===== src/hdl/pcdn_pkg.sv =====
`timescale 1ns / 1ps
`default_nettype none

package pcdn_pkg;

    // Store geometry
    localparam int PATH_CAPACITY = 4096;
    localparam int ADDR_W        = $clog2(PATH_CAPACITY);
    localparam int LEN_W         = ADDR_W + 1;

    // Fixed field widths of the stream payload
    localparam int BYTE_W    = 8;
    localparam int IDX_W     = 12;
    localparam int OUT_LEN_W = 13;
    localparam int CMP_W     = (LEN_W > IDX_W) ? LEN_W + 1 : IDX_W + 1;

    // Queue between front and back
    localparam int Q_DEPTH = 4;
    localparam int Q_PTR_W = $clog2(Q_DEPTH);

    localparam logic [BYTE_W-1:0] SLASH_CHAR = 8'h2F;
    localparam logic [BYTE_W-1:0] DOT_CHAR   = 8'h2E;

    // Command codes
    localparam logic CMD_FEED = 1'b0;
    localparam logic CMD_READ = 1'b1;

    typedef struct packed {
        logic              is_read;
        logic              is_slash;
        logic              final_byte;
        logic [BYTE_W-1:0] path_byte;
        logic [IDX_W-1:0]  read_index;
    } pcdn_item_t;

endpackage

`default_nettype wire


===== src/hdl/pcdn_front.sv =====
`timescale 1ns / 1ps
`default_nettype none

module pcdn_front
    import pcdn_pkg::*;
(
    input  wire logic        clk,
    input  wire logic        rst_n,
    input  wire logic        s_axis_tvalid,
    output logic             s_axis_tready,
    input  wire logic [23:0] s_axis_tdata,
    input  wire logic        s_axis_tlast,
    input  wire logic [0:0]  s_axis_tuser,
    output logic             item_valid,
    output pcdn_item_t       item,
    input  wire logic        item_pop
);

    pcdn_item_t         queue_reg [Q_DEPTH];
    logic [Q_PTR_W:0]   wr_ptr_reg;
    logic [Q_PTR_W:0]   wr_ptr_next;
    logic [Q_PTR_W:0]   rd_ptr_reg;
    logic [Q_PTR_W:0]   rd_ptr_next;
    logic               push;
    logic               full;
    logic               empty;
    pcdn_item_t         in_item;

    // Classify the incoming transaction
    always_comb
    begin
        in_item.is_read    = (s_axis_tuser[0] == CMD_READ);
        in_item.path_byte  = s_axis_tdata[BYTE_W-1:0];
        in_item.is_slash   = (s_axis_tdata[BYTE_W-1:0] == SLASH_CHAR);
        in_item.final_byte = s_axis_tlast;
        in_item.read_index = s_axis_tdata[BYTE_W+IDX_W-1:BYTE_W];
    end

    assign full  = (wr_ptr_reg[Q_PTR_W] != rd_ptr_reg[Q_PTR_W]) &&
                   (wr_ptr_reg[Q_PTR_W-1:0] == rd_ptr_reg[Q_PTR_W-1:0]);
    assign empty = (wr_ptr_reg == rd_ptr_reg);

    assign s_axis_tready = !full;
    assign push          = s_axis_tvalid && !full;
    assign item_valid    = !empty;
    assign item          = queue_reg[rd_ptr_reg[Q_PTR_W-1:0]];

    assign wr_ptr_next = push ? wr_ptr_reg + 1'b1 : wr_ptr_reg;
    assign rd_ptr_next = (item_pop && !empty) ? rd_ptr_reg + 1'b1 : rd_ptr_reg;

    always_ff @(posedge clk or negedge rst_n)
    begin
        if (!rst_n)
        begin
            wr_ptr_reg <= '0;
            rd_ptr_reg <= '0;
        end
        else
        begin
            wr_ptr_reg <= wr_ptr_next;
            rd_ptr_reg <= rd_ptr_next;
        end
    end

    always_ff @(posedge clk)
    begin
        if (push)
        begin
            queue_reg[wr_ptr_reg[Q_PTR_W-1:0]] <= in_item;
        end
    end

endmodule

`default_nettype wire


===== config.mk =====
export PLATFORM = sky130hd
export DESIGN_NAME = pcdn_front
export DESIGN_NICKNAME = d
export VERILOG_FILES = /design/src/hdl/pcdn_pkg.sv /design/src/hdl/pcdn_front.sv
export SDC_FILE = /design/constraint.sdc
export NUM_CORES = 1
export LEC_CHECK = 0
export BUFFER_PORTS_ARGS = -buffer_cell sky130_fd_sc_hd__buf_2
export CAP_MARGIN = 25
export CORE_ASPECT_RATIO = 2
export CORE_MARGIN = 5
export CORE_UTILIZATION = 45
export DETAILED_ROUTE_END_ITERATION = 12
export PLACE_DENSITY = 0.65
export SYNTH_ARGS = -nofsm -noshare
export SYNTH_HDL_FRONTEND = slang
export SYNTH_SLANG_ARGS = --single-unit

===== constraint.sdc =====
create_clock -name clk -period 2.3 [get_ports clk]
set_input_delay 0.575 -clock clk [delete_from_list [all_inputs] [get_ports clk]]
set_output_delay 0.575 -clock clk [all_outputs]
set_load 0.005 [all_outputs]

==> impl_metrics.toml <==
[outcome]
status = "completed"

[route]
ant_nets = 0
avgRoutedWirePerCell_um = 20.27
via_per_inst = 5.467
drc = 0
drtIter0Drc = 91
wl_um = 6852
first_pass_iters = 4
num_vias = 1848

[cells_and_area]
nets = 271
drive_above_1_share = 0.4250
largest_reg_flops = 92
fillerInstances = 649
syn_to_final_growth_pct = 19.65
n_antenna_cell = 0
register_area_sq_um = 2914
multiInputGateArea_sq_um = 872.1
most-common-layout-cells = "edfxtp_1 (92), buf_2 (50), mux4_2 (23)"
mostFrequentLayoutCell = "edfxtp_1"

[global_routing]
grt_pass1_vias = 1979
gr-usage-met2 = 0.2259
grt-busiest-layer = "met2"
grt_start_max_net_pins = 28
gr-usage-met1 = 0.1841
antenna_found_initial = 0
grt_pass1_wl_um = 10700
grt_usage = 0.1435
grtUsageMet3 = 0.03515
grt-ovfl-total = 0

[clock_network]
clk_pin_slew_ns = 0.06
clk_latency_ns = 0.33
root_buffer = "clkbuf_16"
cts_tree = "yes"
cts_max_level = 3
clock_path_buffers = 2
cts_sinks = 98
numCtsBuffers = 9

[placed_design]
dp_slack_ns = 0.3729
gp_congestion = 0.7756
dp_hpwl_um = 4430
portBuffers = 50

[logic_synthesis]
yosys_warnings = 0
syn_avg_cell_area_sq_um = 22.40
syn-num-nets = 205
netlist_area_sq_um = 3807
synth-seq-cells = 98
synth_cells = 170
yosysSeqAreaShare = 0.7650
synth_cell_type_count = 25

[timing]
rsz0062_at_grt = "false"
drv_slew = 0
fin_ws_ns = 0.1062
skew_ns = 0.005596
hold_viol = 0
worstMarginPinSlew_ns = 0.6451
fin_setup_tns_ns = 0
layout_min_cycle_time_ns = 2.194
fmax_mhz = 455.8
setup_viol = 0
timing.slew.headroom = 0.5660
fin_crit_sh = 0.9538

[worst_setup_path]
r2r_slack_ns = 0.44
cp_slowest_cell = "mux4_2"
r2r-end = "queue_reg[0][17]"
r2r_cells = 5
worst_path_largest_cell_delay_ns = 0.51
critPathCaptureType = "output port"
start_kind = "flop"
crit_chain = "clkbuf_16 -> mux4_2 -> buf_2"
cp_data_required_time_ns = 1.73
critPathArrivalTime_ns = 1.62
cp_max_fo = 13
critPathKind = "flop to output port"
r2r_start = "rd_ptr_reg[0]"

[run]
maxCapViolCount = 0

[floorplan]
core_sq_um = 8292
ios = 55
start_util = 0.4592
die_w_um = 75.04
die_area_sq_um = 10510
die_y_um = 140.1
row_count = 47

[pwr]
power-per-cell-area_nw_per_um2 = 1277
total_leakage_power_uw = 0.001588
vdd.ir_drop.worst_v = 0.0005330

[hold_path]
hp-class = "input port to asynchronous set/reset pin"
==> final cells by class <==
class / instances / share of cell area
clock inverters: 6 / 0.007690
multi-input cells: 63 / 0.1914
clock buffers: 9 / 0.04944
well taps: 98 / 0.02692
flip-flops and latches: 98 / 0.6397
inverters: 3 / 0.002472
repair buffers: 61 / 0.08239
==> cell families after synthesis <==
group	count (synthesis)	synth area share
XOR/XNOR	9	0.02465
flip-flops	98	0.7650
multiplexers	24	0.1387
AO/OA/AOI/OAI	13	0.02432
adder cells (fa/ha/maj)	5	0.01643
AND/OR/NAND/NOR	12	0.01775
buffers and inverters	9	0.01314
==> cells in the mapped netlist <==
cell type | number | area (sq um)
edfxtp_1 | 92 | 2763
mux4_2 | 23 | 518.0
dfrtp_1 | 6 | 150.1
ha_1 | 5 | 62.56
a21oi_1 | 4 | 20.02
buf_4 | 4 | 30.03
o31ai_1 | 4 | 30.03
xnor2_1 | 4 | 35.03
and3_1 | 3 | 18.77
inv_1 | 3 | 11.26
nand2b_1 | 3 | 18.77
xor2_1 | 3 | 26.28
a211oi_1 | 2 | 15.01
nand2_1 | 2 | 7.510
nand3_1 | 2 | 10.01
a31oi_1 | 1 | 6.260
a31oi_2 | 1 | 12.51
buf_2 | 1 | 5.000
clkbuf_1 | 1 | 3.750
mux2i_1 | 1 | 10.01
nand4_1 | 1 | 6.260
nor4_1 | 1 | 6.260
o311ai_0 | 1 | 8.760
xnor2_2 | 1 | 16.27
xor2_2 | 1 | 16.27
==> through the flow <==
stage	power [uW]	std cells	cell area (sq um)	util	hold slack, ns
after floorplan	3743	170	3807	-	0.2794
after global placement	4460	322	4252	0.5128	0.4070
after detailed placement	4507	322	4252	0.5128	0.4110
after CTS	5830	337	4512	0.5441	0.04302
after global routing	6154	338	4556	0.5494	0.05516
final	5818	338	4556	0.5494	0.05820
==> worst max path at each step <==
stage                  start               end  depth (start not counted)
4_1_cts        rd_ptr_reg[0]     s_axis_tready                          4
5_1_grt        rd_ptr_reg[0]          item[15]                          3
6_report       rd_ptr_reg[0]          item[12]                          3
2_1_floorplan  rd_ptr_reg[0]   queue_reg[3][0]                          3
3_3_place_gp   rd_ptr_reg[0]     s_axis_tready                          4
3_5_place_dp   rd_ptr_reg[0]  queue_reg[0][22]                          5
==> what timing repair did <==
| item | 4_1_cts | 5_1_grt |
|---|---|---|
| hold endpoints to repair | 0 | 0 |
| setup endpoints to repair | 0 | 5 |
| buffers inserted | 0 | 0 |
| resized for setup | 0 | 2 |
| hold buffers | 0 | 0 |
==> power breakdown <==
part | total, uW | internal (uW) | switching, uW
sequential | 2550 | 2380 | 166
combinational | 1960 | 974 | 991
clock | 1310 | 716 | 591
==> worst max-delay path: cells and delay by family, from the launching register on <==
| family | cells | cell delay (ns) |
|---|---|---|
| buffers and inverters | 2 | 0.37 |
| flip-flops | 1 | 0.41 |
| multiplexers | 1 | 0.51 |
==> per-layer routing <==
layer	vias to the layer above	wire [um]
met5	-	0
met3	7	293
met1	961	2693
li1	842	-
met4	0	112
met2	38	3751
No activity file was read; power rests on OpenSTA's default activity.
